**config.mk**
```make
export PLATFORM = sky130hd
export DESIGN_NAME = torus_dimension_order_route
export DESIGN_NICKNAME = d
export VERILOG_FILES = /design/src/tdor_pkg.sv /design/src/tdor_div.sv /design/src/tdor_datapath.sv /design/src/tdor_ctrl.sv /design/src/torus_dimension_order_route.sv
export SDC_FILE = /design/constraint.sdc
export NUM_CORES = 1
export LEC_CHECK = 0
export BUFFER_PORTS_ARGS = -buffer_cell sky130_fd_sc_hd__buf_2
export CAP_MARGIN = 20
export CORE_UTILIZATION = 40
export DETAILED_ROUTE_END_ITERATION = 12
export RECOVER_POWER = 50
export SYNTH_ARGS = -nofsm -noshare
export SYNTH_HDL_FRONTEND = slang
export SYNTH_HIERARCHICAL = 1
export SYNTH_SLANG_ARGS = --single-unit
```
**constraint.sdc**
```tcl
create_clock -name clock -period 7.1 [get_ports clock]
set_input_delay 1.42 -clock clock [delete_from_list [all_inputs] [get_ports clock]]
set_output_delay 1.42 -clock clock [all_outputs]
set_load 0.01 [all_outputs]
```
**src/tdor_pkg.sv**
```systemverilog
// Shared types, constants and lookup tables for the torus dimension-order router.
package tdor_pkg;

   // Largest supported grid width; coordinates are sized from it.
   localparam int MAX_WIDTH = 16;
   localparam int COORD_W   = $clog2(MAX_WIDTH);

   // Fixed field widths.
   localparam int ID_W    = 8;
   localparam int GRID_W  = 5;
   localparam int DIR_W   = 3;
   localparam int PROD_W  = COORD_W + GRID_W;
   localparam int SQ_W    = 2 * GRID_W;
   localparam int STEP_W  = GRID_W + 1;
   localparam int CSR_IDX_W = 2;

   // Register reset values.
   localparam logic [GRID_W-1:0] GRID_WIDTH_RESET = GRID_W'(8);
   localparam logic [GRID_W-1:0] EMBED_WIDTH      = GRID_W'(8);

   // Configuration register indexes.
   localparam logic [CSR_IDX_W-1:0] CSR_GRID_WIDTH = CSR_IDX_W'(0);
   localparam logic [CSR_IDX_W-1:0] CSR_EMBED_MODE = CSR_IDX_W'(1);

   // Direction codes.
   localparam logic [DIR_W-1:0] DIR_XP      = DIR_W'(0);
   localparam logic [DIR_W-1:0] DIR_XM      = DIR_W'(1);
   localparam logic [DIR_W-1:0] DIR_YP      = DIR_W'(2);
   localparam logic [DIR_W-1:0] DIR_YM      = DIR_W'(3);
   localparam logic [DIR_W-1:0] DIR_ARRIVED = DIR_W'(4);

   // Embedding permutation and its inverse.
   localparam logic [2:0] PERM8     [8] = '{3'd0, 3'd1, 3'd4, 3'd5, 3'd7, 3'd2, 3'd3, 3'd6};
   localparam logic [2:0] PERM8_INV [8] = '{3'd0, 3'd1, 3'd5, 3'd6, 3'd2, 3'd3, 3'd7, 3'd4};

   typedef struct packed {
      logic start;  // transfer accepted: capture ids and start the dividers
      logic init;   // load coordinates and the error flag
      logic load;   // load the next result into the output register
   } dp_cmd_type;

   typedef struct packed {
      logic div_done;  // coordinate dividers have finished
      logic last;      // the pending result closes the route
   } dp_status_type;

   // Shorter way around a ring; a tie steps backward from an odd coordinate.
   function automatic logic go_forward(input logic [COORD_W-1:0] cur,
                                       input logic [COORD_W-1:0] tgt,
                                       input logic [GRID_W-1:0]  w);
      logic [STEP_W-1:0] diff;
      logic [STEP_W-1:0] fwd;
      logic [STEP_W-1:0] bwd;
      diff = STEP_W'(tgt) + STEP_W'(w) - STEP_W'(cur);
      fwd  = (diff >= STEP_W'(w)) ? diff - STEP_W'(w) : diff;
      bwd  = STEP_W'(w) - fwd;
      if (fwd < bwd) begin
         return 1'b1;
      end else if (bwd < fwd) begin
         return 1'b0;
      end
      return ~cur[0];
   endfunction

   // One hop along a ring of w nodes, with wraparound.
   function automatic logic [COORD_W-1:0] step_coord(input logic [COORD_W-1:0] c,
                                                     input logic               fwd,
                                                     input logic [GRID_W-1:0]  w);
      logic [STEP_W-1:0] inc;
      inc = STEP_W'(c) + STEP_W'(1);
      if (fwd) begin
         return (inc == STEP_W'(w)) ? COORD_W'(0) : COORD_W'(inc);
      end
      return (c == COORD_W'(0)) ? COORD_W'(w - GRID_W'(1)) : c - COORD_W'(1);
   endfunction

endpackage

```
**src/tdor_div.sv**
```systemverilog
// Restoring divider, one quotient bit per cycle, used to split a node index into coordinates.
module tdor_div (
   input  logic                         clock,
   input  logic                         reset,
   input  logic                         start,
   input  logic [tdor_pkg::ID_W-1:0]    dividend,
   input  logic [tdor_pkg::GRID_W-1:0]  divisor,
   output logic                         done,
   output logic [tdor_pkg::ID_W-1:0]    quotient,
   output logic [tdor_pkg::GRID_W-1:0]  remainder
);

   localparam int CNT_W = $clog2(tdor_pkg::ID_W);

   logic                        busy_ff, busy_in;
   logic                        done_ff, done_in;
   logic [CNT_W-1:0]            cnt_ff, cnt_in;
   logic [tdor_pkg::ID_W-1:0]   quot_ff, quot_in;
   logic [tdor_pkg::GRID_W-1:0] rem_ff, rem_in;
   logic [tdor_pkg::GRID_W-1:0] dsr_ff, dsr_in;
   logic [tdor_pkg::GRID_W:0]   trial;
   logic                        qbit;

   always_comb begin
      busy_in = busy_ff;
      done_in = 1'b0;
      cnt_in  = cnt_ff;
      quot_in = quot_ff;
      rem_in  = rem_ff;
      dsr_in  = dsr_ff;
      trial   = {rem_ff, quot_ff[tdor_pkg::ID_W-1]};
      qbit    = (trial >= {1'b0, dsr_ff});
      if (start) begin
         busy_in = 1'b1;
         cnt_in  = '0;
         quot_in = dividend;
         rem_in  = '0;
         dsr_in  = divisor;
      end else if (busy_ff) begin
         rem_in  = qbit ? tdor_pkg::GRID_W'(trial - {1'b0, dsr_ff})
                        : tdor_pkg::GRID_W'(trial);
         quot_in = {quot_ff[tdor_pkg::ID_W-2:0], qbit};
         cnt_in  = cnt_ff + CNT_W'(1);
         if (cnt_ff == CNT_W'(tdor_pkg::ID_W - 1)) begin
            busy_in = 1'b0;
            done_in = 1'b1;
         end
      end
   end

   always_ff @(posedge clock) begin
      if (reset) begin
         busy_ff <= 1'b0;
         done_ff <= 1'b0;
         cnt_ff  <= '0;
      end else begin
         busy_ff <= busy_in;
         done_ff <= done_in;
         cnt_ff  <= cnt_in;
      end
      quot_ff <= quot_in;
      rem_ff  <= rem_in;
      dsr_ff  <= dsr_in;
   end

   assign done      = done_ff;
   assign quotient  = quot_ff;
   assign remainder = rem_ff;

endmodule

```
**src/tdor_datapath.sv**
```systemverilog
// Datapath: configuration registers, coordinate registers, hop stepping and result register.
module tdor_datapath (
   input  logic                                   clock,
   input  logic                                   reset,
   input  logic                                   csr_write_enable,
   input  logic [tdor_pkg::CSR_IDX_W-1:0]         csr_index,
   input  logic [tdor_pkg::GRID_W-1:0]            csr_wdata,
   input  logic [tdor_pkg::ID_W-1:0]              req_source_node,
   input  logic [tdor_pkg::ID_W-1:0]              req_dest_node,
   input  tdor_pkg::dp_cmd_type                   cmd,
   output tdor_pkg::dp_status_type                status,
   output logic [tdor_pkg::ID_W-1:0]              rsp_hop_node,
   output logic [tdor_pkg::DIR_W-1:0]             rsp_out_dir,
   output logic                                   rsp_is_last,
   output logic                                   rsp_bad_request
);

   localparam int CW = tdor_pkg::COORD_W;

   logic [tdor_pkg::GRID_W-1:0] grid_width_ff, grid_width_in;
   logic                        embed_mode_ff, embed_mode_in;
   logic [tdor_pkg::ID_W-1:0]   src_ff, src_in;
   logic [tdor_pkg::ID_W-1:0]   dst_ff, dst_in;
   logic                        bad_ff, bad_in;
   logic [CW-1:0]               x_ff, x_in, y_ff, y_in;
   logic [CW-1:0]               dx_ff, dx_in, dy_ff, dy_in;
   logic [tdor_pkg::ID_W-1:0]   hop_ff, hop_in;
   logic [tdor_pkg::DIR_W-1:0]  dir_ff, dir_in;
   logic                        last_ff, last_in;
   logic                        badr_ff, badr_in;

   logic [tdor_pkg::ID_W-1:0]   src_phys, dst_phys;
   logic                        src_done, dst_done;
   logic [tdor_pkg::ID_W-1:0]   src_quot, dst_quot;
   logic [tdor_pkg::GRID_W-1:0] src_rem, dst_rem;
   logic [tdor_pkg::SQ_W-1:0]   grid_sq;
   logic                        check_bad;
   logic [tdor_pkg::PROD_W-1:0] row_base;
   logic [tdor_pkg::ID_W-1:0]   cur_node;
   logic                        x_move, y_move, fx, fy;

   // In embedding mode the permutation is applied to both coordinates of the id.
   always_comb begin
      if (embed_mode_ff) begin
         src_phys = tdor_pkg::ID_W'({tdor_pkg::PERM8[req_source_node[5:3]],
                                     tdor_pkg::PERM8[req_source_node[2:0]]});
         dst_phys = tdor_pkg::ID_W'({tdor_pkg::PERM8[req_dest_node[5:3]],
                                     tdor_pkg::PERM8[req_dest_node[2:0]]});
      end else begin
         src_phys = req_source_node;
         dst_phys = req_dest_node;
      end
   end

   tdor_div u_src_div (
      .clock     (clock),
      .reset     (reset),
      .start     (cmd.start),
      .dividend  (src_phys),
      .divisor   (grid_width_ff),
      .done      (src_done),
      .quotient  (src_quot),
      .remainder (src_rem)
   );

   tdor_div u_dst_div (
      .clock     (clock),
      .reset     (reset),
      .start     (cmd.start),
      .dividend  (dst_phys),
      .divisor   (grid_width_ff),
      .done      (dst_done),
      .quotient  (dst_quot),
      .remainder (dst_rem)
   );

   assign grid_sq   = tdor_pkg::SQ_W'(grid_width_ff) * tdor_pkg::SQ_W'(grid_width_ff);
   assign check_bad = (grid_width_ff < tdor_pkg::GRID_W'(2))
                   || (tdor_pkg::SQ_W'(grid_width_ff) > tdor_pkg::SQ_W'(tdor_pkg::MAX_WIDTH))
                   || (tdor_pkg::SQ_W'(src_ff) >= grid_sq)
                   || (tdor_pkg::SQ_W'(dst_ff) >= grid_sq)
                   || (embed_mode_ff && (grid_width_ff != tdor_pkg::EMBED_WIDTH));

   // Logical id of the current coordinates.
   assign row_base = tdor_pkg::PROD_W'(y_ff) * tdor_pkg::PROD_W'(grid_width_ff);
   always_comb begin
      if (embed_mode_ff) begin
         cur_node = tdor_pkg::ID_W'({tdor_pkg::PERM8_INV[3'(y_ff)],
                                     tdor_pkg::PERM8_INV[3'(x_ff)]});
      end else begin
         cur_node = tdor_pkg::ID_W'(row_base + tdor_pkg::PROD_W'(x_ff));
      end
   end

   assign x_move = (x_ff != dx_ff);
   assign y_move = (y_ff != dy_ff);
   assign fx     = tdor_pkg::go_forward(x_ff, dx_ff, grid_width_ff);
   assign fy     = tdor_pkg::go_forward(y_ff, dy_ff, grid_width_ff);

   assign status.div_done = src_done & dst_done;
   assign status.last     = bad_ff | (~x_move & ~y_move);

   always_comb begin
      grid_width_in = grid_width_ff;
      embed_mode_in = embed_mode_ff;
      src_in        = src_ff;
      dst_in        = dst_ff;
      bad_in        = bad_ff;
      x_in          = x_ff;
      y_in          = y_ff;
      dx_in         = dx_ff;
      dy_in         = dy_ff;
      hop_in        = hop_ff;
      dir_in        = dir_ff;
      last_in       = last_ff;
      badr_in       = badr_ff;

      if (csr_write_enable) begin
         unique case (csr_index)
            tdor_pkg::CSR_GRID_WIDTH: grid_width_in = csr_wdata;
            tdor_pkg::CSR_EMBED_MODE: embed_mode_in = csr_wdata[0];
            default: ;
         endcase
      end

      if (cmd.start) begin
         src_in = req_source_node;
         dst_in = req_dest_node;
      end

      if (cmd.init) begin
         bad_in = check_bad;
         x_in   = CW'(src_rem);
         y_in   = CW'(src_quot);
         dx_in  = CW'(dst_rem);
         dy_in  = CW'(dst_quot);
      end

      if (cmd.load) begin
         if (bad_ff) begin
            hop_in  = '0;
            dir_in  = tdor_pkg::DIR_ARRIVED;
            last_in = 1'b1;
            badr_in = 1'b1;
         end else if (x_move) begin
            hop_in  = cur_node;
            dir_in  = fx ? tdor_pkg::DIR_XP : tdor_pkg::DIR_XM;
            last_in = 1'b0;
            badr_in = 1'b0;
            x_in    = tdor_pkg::step_coord(x_ff, fx, grid_width_ff);
         end else if (y_move) begin
            hop_in  = cur_node;
            dir_in  = fy ? tdor_pkg::DIR_YP : tdor_pkg::DIR_YM;
            last_in = 1'b0;
            badr_in = 1'b0;
            y_in    = tdor_pkg::step_coord(y_ff, fy, grid_width_ff);
         end else begin
            hop_in  = dst_ff;
            dir_in  = tdor_pkg::DIR_ARRIVED;
            last_in = 1'b1;
            badr_in = 1'b0;
         end
      end
   end

   always_ff @(posedge clock) begin
      if (reset) begin
         grid_width_ff <= tdor_pkg::GRID_WIDTH_RESET;
         embed_mode_ff <= 1'b0;
      end else begin
         grid_width_ff <= grid_width_in;
         embed_mode_ff <= embed_mode_in;
      end
      src_ff  <= src_in;
      dst_ff  <= dst_in;
      bad_ff  <= bad_in;
      x_ff    <= x_in;
      y_ff    <= y_in;
      dx_ff   <= dx_in;
      dy_ff   <= dy_in;
      hop_ff  <= hop_in;
      dir_ff  <= dir_in;
      last_ff <= last_in;
      badr_ff <= badr_in;
   end

   assign rsp_hop_node    = hop_ff;
   assign rsp_out_dir     = dir_ff;
   assign rsp_is_last     = last_ff;
   assign rsp_bad_request = badr_ff;

endmodule

```
**src/tdor_ctrl.sv**
```systemverilog
// Controller state machine: request handshake, divider sequencing and result valid.
module tdor_ctrl (
   input  logic                    clock,
   input  logic                    reset,
   input  logic                    req_valid,
   output logic                    req_ready,
   output logic                    rsp_valid,
   input  logic                    rsp_ready,
   output tdor_pkg::dp_cmd_type    cmd,
   input  tdor_pkg::dp_status_type status
);

   typedef enum logic [1:0] {ST_IDLE, ST_DIVIDE, ST_ROUTE} state_type;

   state_type state_ff, state_in;
   logic      rsp_valid_ff, rsp_valid_in;
   logic      out_free;

   assign out_free = ~rsp_valid_ff | rsp_ready;

   always_comb begin
      state_in = state_ff;
      cmd      = '0;
      unique case (state_ff)
         ST_IDLE: begin
            if (req_valid) begin
               cmd.start = 1'b1;
               state_in  = ST_DIVIDE;
            end
         end
         ST_DIVIDE: begin
            if (status.div_done) begin
               cmd.init = 1'b1;
               state_in = ST_ROUTE;
            end
         end
         ST_ROUTE: begin
            if (out_free) begin
               cmd.load = 1'b1;
               if (status.last) begin
                  state_in = ST_IDLE;
               end
            end
         end
         default: state_in = ST_IDLE;
      endcase
      rsp_valid_in = cmd.load | (rsp_valid_ff & ~rsp_ready);
   end

   always_ff @(posedge clock) begin
      if (reset) begin
         state_ff     <= ST_IDLE;
         rsp_valid_ff <= 1'b0;
      end else begin
         state_ff     <= state_in;
         rsp_valid_ff <= rsp_valid_in;
      end
   end

   assign req_ready = (state_ff == ST_IDLE);
   assign rsp_valid = rsp_valid_ff;

`ifndef SYNTHESIS
   a_load_when_free: assert property (@(posedge clock) disable iff (reset)
      cmd.load |-> (~rsp_valid_ff | rsp_ready))
      else $error("result loaded over an unread result");

   a_accept_divides: assert property (@(posedge clock) disable iff (reset)
      (req_valid && req_ready) |=> (state_ff == ST_DIVIDE))
      else $error("accepted request did not start division");

   a_done_in_divide: assert property (@(posedge clock) disable iff (reset)
      status.div_done |-> (state_ff == ST_DIVIDE))
      else $error("divider finished outside the divide phase");

   a_last_to_idle: assert property (@(posedge clock) disable iff (reset)
      (cmd.load && status.last) |=> (state_ff == ST_IDLE && rsp_valid_ff))
      else $error("final result did not return to idle");
`endif

endmodule

```
**src/torus_dimension_order_route.sv**
```systemverilog
// Top level of the dimension-order router for a square 2D torus.
//
//   Channel  Direction  Handshake                     Payload
//   req      in         req_valid / req_ready         req_source_node, req_dest_node
//   rsp      out        rsp_valid / rsp_ready         rsp_hop_node, rsp_out_dir,
//                                                     rsp_is_last, rsp_bad_request
//   csr      in         csr_write_enable (no wait)    csr_index, csr_wdata
//
// A request transfer starts two restoring dividers that split the source and
// destination indexes into coordinates, one quotient bit a cycle, before the
// route begins. Results then leave at one per cycle while the consumer keeps
// rsp_ready high: a request yields one result per hop plus the arrival (up to
// 17 at width 16), and an error request a single result.
// req_ready returns as soon as the last result is in the output register, so
// the next request is taken while that result still waits for its transfer.
// Reset is synchronous; it sets grid_width to 8 and embed_mode to 0.
// A stalled consumer simply holds the route where it is.
module torus_dimension_order_route (
   input  logic                               clock,
   input  logic                               reset,
   input  logic                               csr_write_enable,
   input  logic [tdor_pkg::CSR_IDX_W-1:0]     csr_index,
   input  logic [tdor_pkg::GRID_W-1:0]        csr_wdata,
   input  logic                               req_valid,
   output logic                               req_ready,
   input  logic [tdor_pkg::ID_W-1:0]          req_source_node,
   input  logic [tdor_pkg::ID_W-1:0]          req_dest_node,
   output logic                               rsp_valid,
   input  logic                               rsp_ready,
   output logic [tdor_pkg::ID_W-1:0]          rsp_hop_node,
   output logic [tdor_pkg::DIR_W-1:0]         rsp_out_dir,
   output logic                               rsp_is_last,
   output logic                               rsp_bad_request
);

   // Commands flow from the controller to the datapath; status flows back.
   tdor_pkg::dp_cmd_type    cmd;
   tdor_pkg::dp_status_type status;

   tdor_ctrl u_ctrl (
      .clock     (clock),
      .reset     (reset),
      .req_valid (req_valid),
      .req_ready (req_ready),
      .rsp_valid (rsp_valid),
      .rsp_ready (rsp_ready),
      .cmd       (cmd),
      .status    (status)
   );

   // The datapath holds the configuration registers, the coordinate walk and
   // the output register whose contents are offered on the rsp channel.
   tdor_datapath u_datapath (
      .clock            (clock),
      .reset            (reset),
      .csr_write_enable (csr_write_enable),
      .csr_index        (csr_index),
      .csr_wdata        (csr_wdata),
      .req_source_node  (req_source_node),
      .req_dest_node    (req_dest_node),
      .cmd              (cmd),
      .status           (status),
      .rsp_hop_node     (rsp_hop_node),
      .rsp_out_dir      (rsp_out_dir),
      .rsp_is_last      (rsp_is_last),
      .rsp_bad_request  (rsp_bad_request)
   );

endmodule

```
# [Word-level counts from Yosys, hierarchy flattened]
# Memory sizes are Yosys's and may differ from the RTL's.
# Index checks and enable logic that the tools add are counted.
# W data, S select, Z words.
[totals] register_bits=96 romBits=144 inputBits=28 output_inout_bits=15 word_cells=208 mem_count=6
[mem_list] name="(name not given)" words=8 width=3 rd=1 rd_clocked_by_memory_dff=0 write_ports=0 line="tdor_datapath.sv:89" rtl="tdor_pkg::PERM8_INV[3'(x_ff)]});"
[mem_list] name="(name not given)" words=8 width=3 rd=1 rd_clocked_by_memory_dff=0 write_ports=0 line="tdor_datapath.sv:45" rtl="src_phys = tdor_pkg::ID_W'({tdor_pkg::PERM8[req_source_node[5:3]],"
[mem_list] name="(name not given)" words=8 width=3 rd=1 rd_clocked_by_memory_dff=0 write_ports=0 line="tdor_datapath.sv:88" rtl="cur_node = tdor_pkg::ID_W'({tdor_pkg::PERM8_INV[3'(y_ff)],"
[mem_list] name="(name not given)" words=8 width=3 rd=1 rd_clocked_by_memory_dff=0 write_ports=0 line="tdor_datapath.sv:46" rtl="tdor_pkg::PERM8[req_source_node[2:0]]});"
[mem_list] name="(name not given)" words=8 width=3 rd=1 rd_clocked_by_memory_dff=0 write_ports=0 line="tdor_datapath.sv:48" rtl="tdor_pkg::PERM8[req_dest_node[2:0]]});"
[mem_list] name="(name not given)" words=8 width=3 rd=1 rd_clocked_by_memory_dff=0 write_ports=0 line="tdor_datapath.sv:47" rtl="dst_phys = tdor_pkg::ID_W'({tdor_pkg::PERM8[req_dest_node[5:3]],"
[classes] add_sub_neg=18 multipliers=2 order_cmp=18 eq_ne=14 n_mux=87 n_bitwise=20 reduce_logical=17
[op_table] op="$mux W8" n=9
[op_table] op="$mux W4" n=17
[op_table] op="$mux W3" n=14
[op_table] op="$mux W1" n=38
[op_table] op="$ge A4 B4 Y1 const B" n=6
[op_table] op="$ge A6 B5 Y1" n=4
[op_table] op="$lt A6 B6 Y1" n=4
[op_table] op="$not A3 Y4" n=6
[op_table] op="$ge A8 B10 Y1" n=2
[op_table] op="$add A4 B5 Y6" n=2
[op_table] op="$mux W6" n=2
[op_table] op="$sub A4 B1 Y4 const B" n=3
[op_table] op="$sub A5 B6 Y6" n=2
[op_table] op="$sub A6 B4 Y6" n=2
[op_table] op="$sub A6 B5 Y6" n=2
[op_table] op="$add A4 B1 Y5 const B" n=2
[op_table] op="$eq A5 B5 Y1" n=2
[op_table] op="$mul A5 B5 Y10" n=1
[op_table] op="$mux W5" n=2
[op_table] op="$sub A5 B5 Y5" n=2
[op_table] op="$add A8 B4 Y8" n=1
[op_table] op="$logic_not A4 Y1" n=2
[op_table] op="$mul A4 B5 Y8" n=1
[op_table] op="$mux W2" n=4
[op_table] op="22 further kinds" n=46

# [Depth between registers and ports, before layout]
[depth] ltp_word=19 mapped_depth=31 mapped_depth_nobuf=31

# [Cells and area by module]
# The synthesis kept the hierarchy.
[by_module_without_submodules] mod="tdor_datapath" instances=1 cells_per_inst=735 area_each_um2=6324.8 seq_area_each_um2=1391.3
[by_module_without_submodules] mod="tdor_div (u_datapath.u_dst_div)" instances=1 cells_per_inst=98 area_each_um2=1143.6 seq_area_each_um2=590.6
[by_module_without_submodules] mod="tdor_div (u_datapath.u_src_div)" instances=1 cells_per_inst=98 area_each_um2=1132.3 seq_area_each_um2=590.6
[by_module_without_submodules] mod="tdor_ctrl" instances=1 cells_per_inst=15 area_each_um2=140.1 seq_area_each_um2=60.1

# [Worst setup path after synthesis]
# No wires, ideal clock.
[synth_path] kind="register -> register" startpoint="register u_datapath/grid_width_ff[1] (netlist name)" endpoint="register u_datapath.y_ff[0]" setup_time_ps=120 arrival_time_ps=6565 required_time_ps=6980 slack_ps=416 path_stages_with_launch=29 n_path_buf=0 synth_period_minus_slack_ps=6684 path_cell_list="dfxtp_1 -> clkinv_1 -> fa_1 -> inv_1 -> ha_1 -> a211o_1 -> o21ai_0 -> xnor2_1 -> ha_1 -> o21a_1 -> o31a_1 -> or2_2 -> o21ai_0 -> o21ai_0 -> xnor2_1 -> ha_1 -> a21oi_1 -> nor2b_1 -> o22ai_1 -> o21ai_0 -> xor2_1 -> ha_1 -> and2_1 -> a41oi_1 -> nor4_1 -> o21ai_1 -> nand4_1 -> mux2_1 -> o31a_1"
[synth_between] elab_chain_len=19 word_cells_on_any_way=25
[synth_rtl] item="from (decl)" line="tdor_datapath.sv:20" rtl="logic [tdor_pkg::GRID_W-1:0] grid_width_ff, grid_width_in;"
[synth_rtl] item="from (signal assigned)" line="tdor_datapath.sv:168" rtl="grid_width_ff <= tdor_pkg::GRID_WIDTH_RESET;"
[synth_rtl] item="from (signal assigned)" line="tdor_datapath.sv:171" rtl="grid_width_ff <= grid_width_in;"
[synth_rtl] item="$add A4 B5 Y6" line="tdor_pkg.sv:54" rtl="diff = STEP_W'(tgt) + STEP_W'(w) - STEP_W'(cur);"
[synth_rtl] item="$sub A6 B4 Y6" line="tdor_pkg.sv:54"
[synth_rtl] item="$sub A6 B5 Y6 / $ge A6 B5 Y1 (equally long branches)" line="tdor_pkg.sv:55" rtl="fwd = (diff >= STEP_W'(w)) ? diff - STEP_W'(w) : diff;"
[synth_rtl] item="$mux W6" line="tdor_pkg.sv:55"
[synth_rtl] item="$sub A5 B6 Y6" line="tdor_pkg.sv:56" rtl="bwd = STEP_W'(w) - fwd;"
[synth_rtl] item="$lt A6 B6 Y1" line="tdor_pkg.sv:59" rtl="end else if (bwd < fwd) begin"
[synth_rtl] item="$mux W1" line="tdor_pkg.sv:59"
[synth_rtl] item="$mux W1" line="tdor_pkg.sv:57" rtl="if (fwd < bwd) begin"
[synth_rtl] item="[4 not listed]"
[synth_rtl] item="$mux W1" line="tdor_datapath.sv:140" rtl="if (bad_ff) begin"
[synth_rtl] item="$mux W1" line="tdor_datapath.sv:139" rtl="if (cmd.load) begin"
[synth_rtl] item="$mux W4 *" line="tdor_pkg.sv:74" rtl="return (c == COORD_W'(0)) ? COORD_W'(w - GRID_W'(1)) : c - COORD_W'(1);"
[synth_rtl] item="$mux W4 *" line="tdor_datapath.sv:151" rtl="end else if (y_move) begin"
[synth_rtl] item="$mux W4 *" line="tdor_datapath.sv:145" rtl="end else if (x_move) begin"
[synth_rtl] item="$mux W4 *" line="tdor_datapath.sv:140"
[synth_rtl] item="$mux W4 *" line="tdor_datapath.sv:139"
[synth_rtl] item="via u_datapath.y_in[0]" line="tdor_datapath.sv:25" rtl="logic [CW-1:0] x_ff, x_in, y_ff, y_in;"
[synth_rtl] item="to (signal assigned)" line="tdor_datapath.sv:178" rtl="y_ff <= y_in;"
[synth_rtl] item="to (decl)" line="tdor_datapath.sv:25"
# The timed path passes the listed nets; every way through them passes the cells marked *. The select of a mux whose other input is x is not followed.
# A chain may end at the register's enable or synchronous reset.

# [Final worst setup path]
# Ends and elaborated chain as after synthesis.

==> results.py <==
metrics = {
    "outcome": {
        "status": "finished with violations",
        "violations": "max-capacitance violations, max-slew violations",
    },
    "detailed_routing": {
        "vias": 6913,
        "drt_iter0_drc": 442,
        "wl_met3_um": 1160,
        "drt_wl_total_um": 21200,
        "vias_per_cell": 5.44,
        "drc": 0,
        "dr.pass1.iters": 5,
        "dr.max_layer_used": "met4",
        "wl_per_cell_um": 16.7,
        "wl_met1_um": 10100,
        "wl_met2_um": 9730,
        "drtAntennaViolNets": 0,
    },
    "clocking": {
        "cts_resized": 0,
        "cts_tree": "built",
        "path_clk_slew_ps": 70,
        "cts.sinks": 100,
        "numCtsBuffers": 9,
        "htreeDepth": 3,
        "clk_path_buf_depth": 2,
        "clkLatencyLatePin_ps": 350,
        "cts-root-buf": "clkbuf_16",
        "ctsHoldBuffers": 0,
        "cts_setup_buffers": 0,
    },
    "die": {
        "dieArea_um2": 22400,
        "start_util_pct": 41.2,
        "core_um2": 21200,
        "die_x_um": 150,
        "rows": 53,
        "fp.dieH_um": 150,
        "pin_count": 43,
    },
    "logic_synthesis": {
        "yosysWarnings": 6,
        "synth-edff-count": 63,
        "ys_types": 79,
        "yosys_register_bits": 100,
        "ys_async_sr_fraction_pct": 0,
        "seq_area_frac_synth_pct": 30.1,
        "synth_area_um2": 8740,
        "synth_area_per_cell_um2": 9.24,
        "netlist_instances": 946,
        "ys.flop_type": "edfxtp_1",
        "syn-num-nets": 1114,
    },
    "setup_path": {
        "path_common_cell": "ha_1",
        "slowest_delay_ps": 590,
        "reg2reg_to": "u_datapath/y_ff[0]",
        "reg2reg_depth": 28,
        "r2r_start": "u_datapath/grid_width_ff[1]",
        "cp_max_fo": 6,
        "critPathRequiredTime_ps": 7340,
        "cp_data_arrival_time_ps": 6810,
        "crit_type": "reg2reg",
        "r2r_slack_ps": 540,
        "path_buf_inv": 2,
        "timing.critical_path.slowest_stage_cell": "fa_1",
        "path_delay_family": "compound AO/OA/AOI/OAI gates",
        "crit_path_start_kind": "flop",
        "end_kind": "flop",
    },
    "sta": {
        "setup_tns_ps": 0,
        "final.period_utilization_pct": 92.5,
        "setup_violations": 0,
        "fin_crit_ps": 6560,
        "rsz0062_at_grt": "no",
        "fmax_ghz": 0.152,
        "maxSlewHeadroom_pct": -6.13,
        "finClkSkew_ps": 13.6,
        "worst_pin_slew_ps": 1590,
        "hold_viol": 0,
        "final-max-slew-violation-count": 30,
    },
    "placed_design": {
        "dp.final_hpwl_um": 16300,
        "routabilityCongestion": 0.876,
        "port_buffers": 42,
    },
    "grt": {
        "grt_max_degree": 38,
        "track_usage_pct": 19.9,
        "grt_pass1_vias": 6618,
        "grt_pass1_wl_um": 34400,
        "overflow": 0,
        "antenna_found_initial": 0,
    },
    "finish": {
        "utilization_pct": 45.1,
        "nNetsFinal": 1158,
        "area_delta_synth_final_pct": 9.48,
        "seq_area_um2": 2630,
        "multi_input_area_um2": 5570,
        "fillCellCount": 2109,
        "antenna_cells": 0,
        "final_layout_size_suffix_gt1_share_pct": 9.05,
    },
    "pwr": {
        "leakagePower_nw": 4.18,
        "power_density_nw_per_um2": 248,
        "vdd_drop_max_mv": 0.124,
        "finalPower_mw": 2.37,
    },
    "min_path": {
        "min_to": "u_datapath/dy_ff[3]",
        "hp-start": "u_datapath/u_dst_div/quotient[3]",
        "worstHoldPathCells": 0,
        "hold_path_class": "reg2reg",
    },
    "job": {
        "cap_violations": 1,
    },
}
-- kinds of logic (layout without fill, tap and decap cells) --
logic type	Yosys count	in the layout	share of synthesized area [%]
buffers and inverters	139	188	6.14
xor gates and xnor gates	55	55	5.67
muxes	35	35	4.29
AOI/OAI and AO/OA	212	212	16.2
and+or+nand+nor	265	265	15.4
adders and majority gates	140	140	22.1
DFF	100	100	30.1
-- flip-flops by register name, summed over array words and instances, names as in the netlist, 4 cells and up --
register                        flops
u_datapath/u_src_div/dsr_ff         5
u_datapath/y_ff                     4
u_datapath/grid_width_ff            5
u_datapath/src_ff                   8
u_datapath/dy_ff                    4
u_datapath/u_src_div/remainder      5
u_datapath/u_dst_div/quotient       8
u_datapath/dst_ff                   8
u_datapath/u_dst_div/remainder      5
u_datapath/dx_ff                    4
u_datapath/u_dst_div/dsr_ff         5
u_datapath/x_ff                     4
u_datapath/rsp_hop_node             8
u_datapath/u_src_div/quotient       8
-- worst reg2reg max path: cells and delay by family (launching register included) --
family | cells | cell delay, ps
buffers and inverters | 2 | 160
AOI/OAI and AO/OA | 11 | 2430
and+or+nand+nor | 6 | 960
xor gates and xnor gates | 3 | 500
DFF | 1 | 330
muxes | 1 | 340
adders and majority gates | 5 | 1720
-- layout make-up --
cell class / count / area share, %
clock buffers: 10 / 2.50
inverters: 106 / 4.16
repair buffers: 66 / 3.53
clock inverters: 6 / 0.536
flip-flops and latches: 100 / 27.5
well taps: 275 / 3.60
multi-input cells: 707 / 58.2
-- how the worst max path moves through the flow --
stage,start,endpoint,cells past startpoint
3_3_place_gp,u_datapath/grid_width_ff[1],u_datapath/y_ff[3],28
2_1_floorplan,u_datapath/grid_width_ff[1],u_datapath/y_ff[0],28
6_report,u_datapath/grid_width_ff[1],u_datapath/y_ff[0],28
4_1_cts,u_datapath/grid_width_ff[1],u_datapath/y_ff[0],28
5_1_grt,u_datapath/grid_width_ff[1],u_datapath/y_ff[3],28
3_5_place_dp,u_datapath/grid_width_ff[1],u_datapath/y_ff[0],28
-- metrics by stage --
stage / hold WS [ps] / setup slack [ps] / instance area (µm²) / std cells
finish: 477 / 536 / 9570 / 1270
floorplan: 422 / 416 / 8740 / 946
CTS: 489 / 632 / 9630 / 1270
global route: 507 / 77.3 / 9570 / 1270
detailed placement: 463 / 657 / 9340 / 1254
global placement: 460 / 770 / 9340 / 1254
-- synthesized netlist by cell type, drive strengths merged, types with 8 or more instances --
| library cell | instances | area (µm²) |
|---|---|---|
| clkbuf | 21 | 78.8 |
| dfxtp | 37 | 741 |
| nand3 | 13 | 65.1 |
| and2 | 9 | 56.3 |
| nor2b | 26 | 163 |
| nand3b | 9 | 67.6 |
| nor3 | 22 | 110 |
| nor4 | 9 | 56.3 |
| a31oi | 10 | 62.6 |
| xnor2 | 42 | 368 |
| mux2i | 15 | 150 |
| a21o | 12 | 90.1 |
| nand2b | 13 | 81.3 |
| xor2 | 12 | 105 |
| ha | 116 | 1450 |
| buf | 12 | 60.1 |
| o21ai | 51 | 255 |
| inv | 104 | 390 |
| a211oi | 8 | 60.1 |
| nor2 | 73 | 274 |
| edfxtp | 63 | 1890 |
| fa | 24 | 480 |
| nand2 | 55 | 206 |
| a211o | 8 | 71.3 |
| mux2 | 20 | 225 |
| a21oi | 57 | 285 |
-- layout by cell type (no fill, tap or decap), types with 6 or more instances in the layout --
master / count
a211o_1: 7
a211oi_1: 8
a21o_1: 12
a21oi_1: 57
a31oi_1: 10
and2_1: 6
buf_2: 21
buf_4: 17
clkbuf_1: 28
clkbuf_16: 9
dfxtp_1: 37
edfxtp_1: 63
fa_1: 24
ha_1: 116
inv_1: 103
mux2_2: 19
mux2i_1: 15
nand2_1: 55
nand2b_1: 13
nand3_1: 13
nand3b_1: 9
nand4_1: 6
nor2_1: 73
nor2b_1: 26
nor3_1: 22
nor3b_1: 6
nor4_1: 9
o21a_1: 6
o21ai_0: 49
o22ai_1: 6
or2_2: 6
xnor2_1: 42
xor2_1: 12
-- power breakdown --
part           internal (mW)  switching (mW)  total [mW]
Sequential             0.674          0.0395       0.714
Combinational          0.514           0.658        1.17
Clock                  0.255           0.233       0.488
-- metal layers --
layer / GRT usage (%) / vias to the layer above
li1: - / 3452
met1: 27.8 / 3272
met2: 32.4 / 172
met3: 2.56 / 17
met4: 4.85 / 0
met5: 0 / -
(Power assumes the default switching activity.)
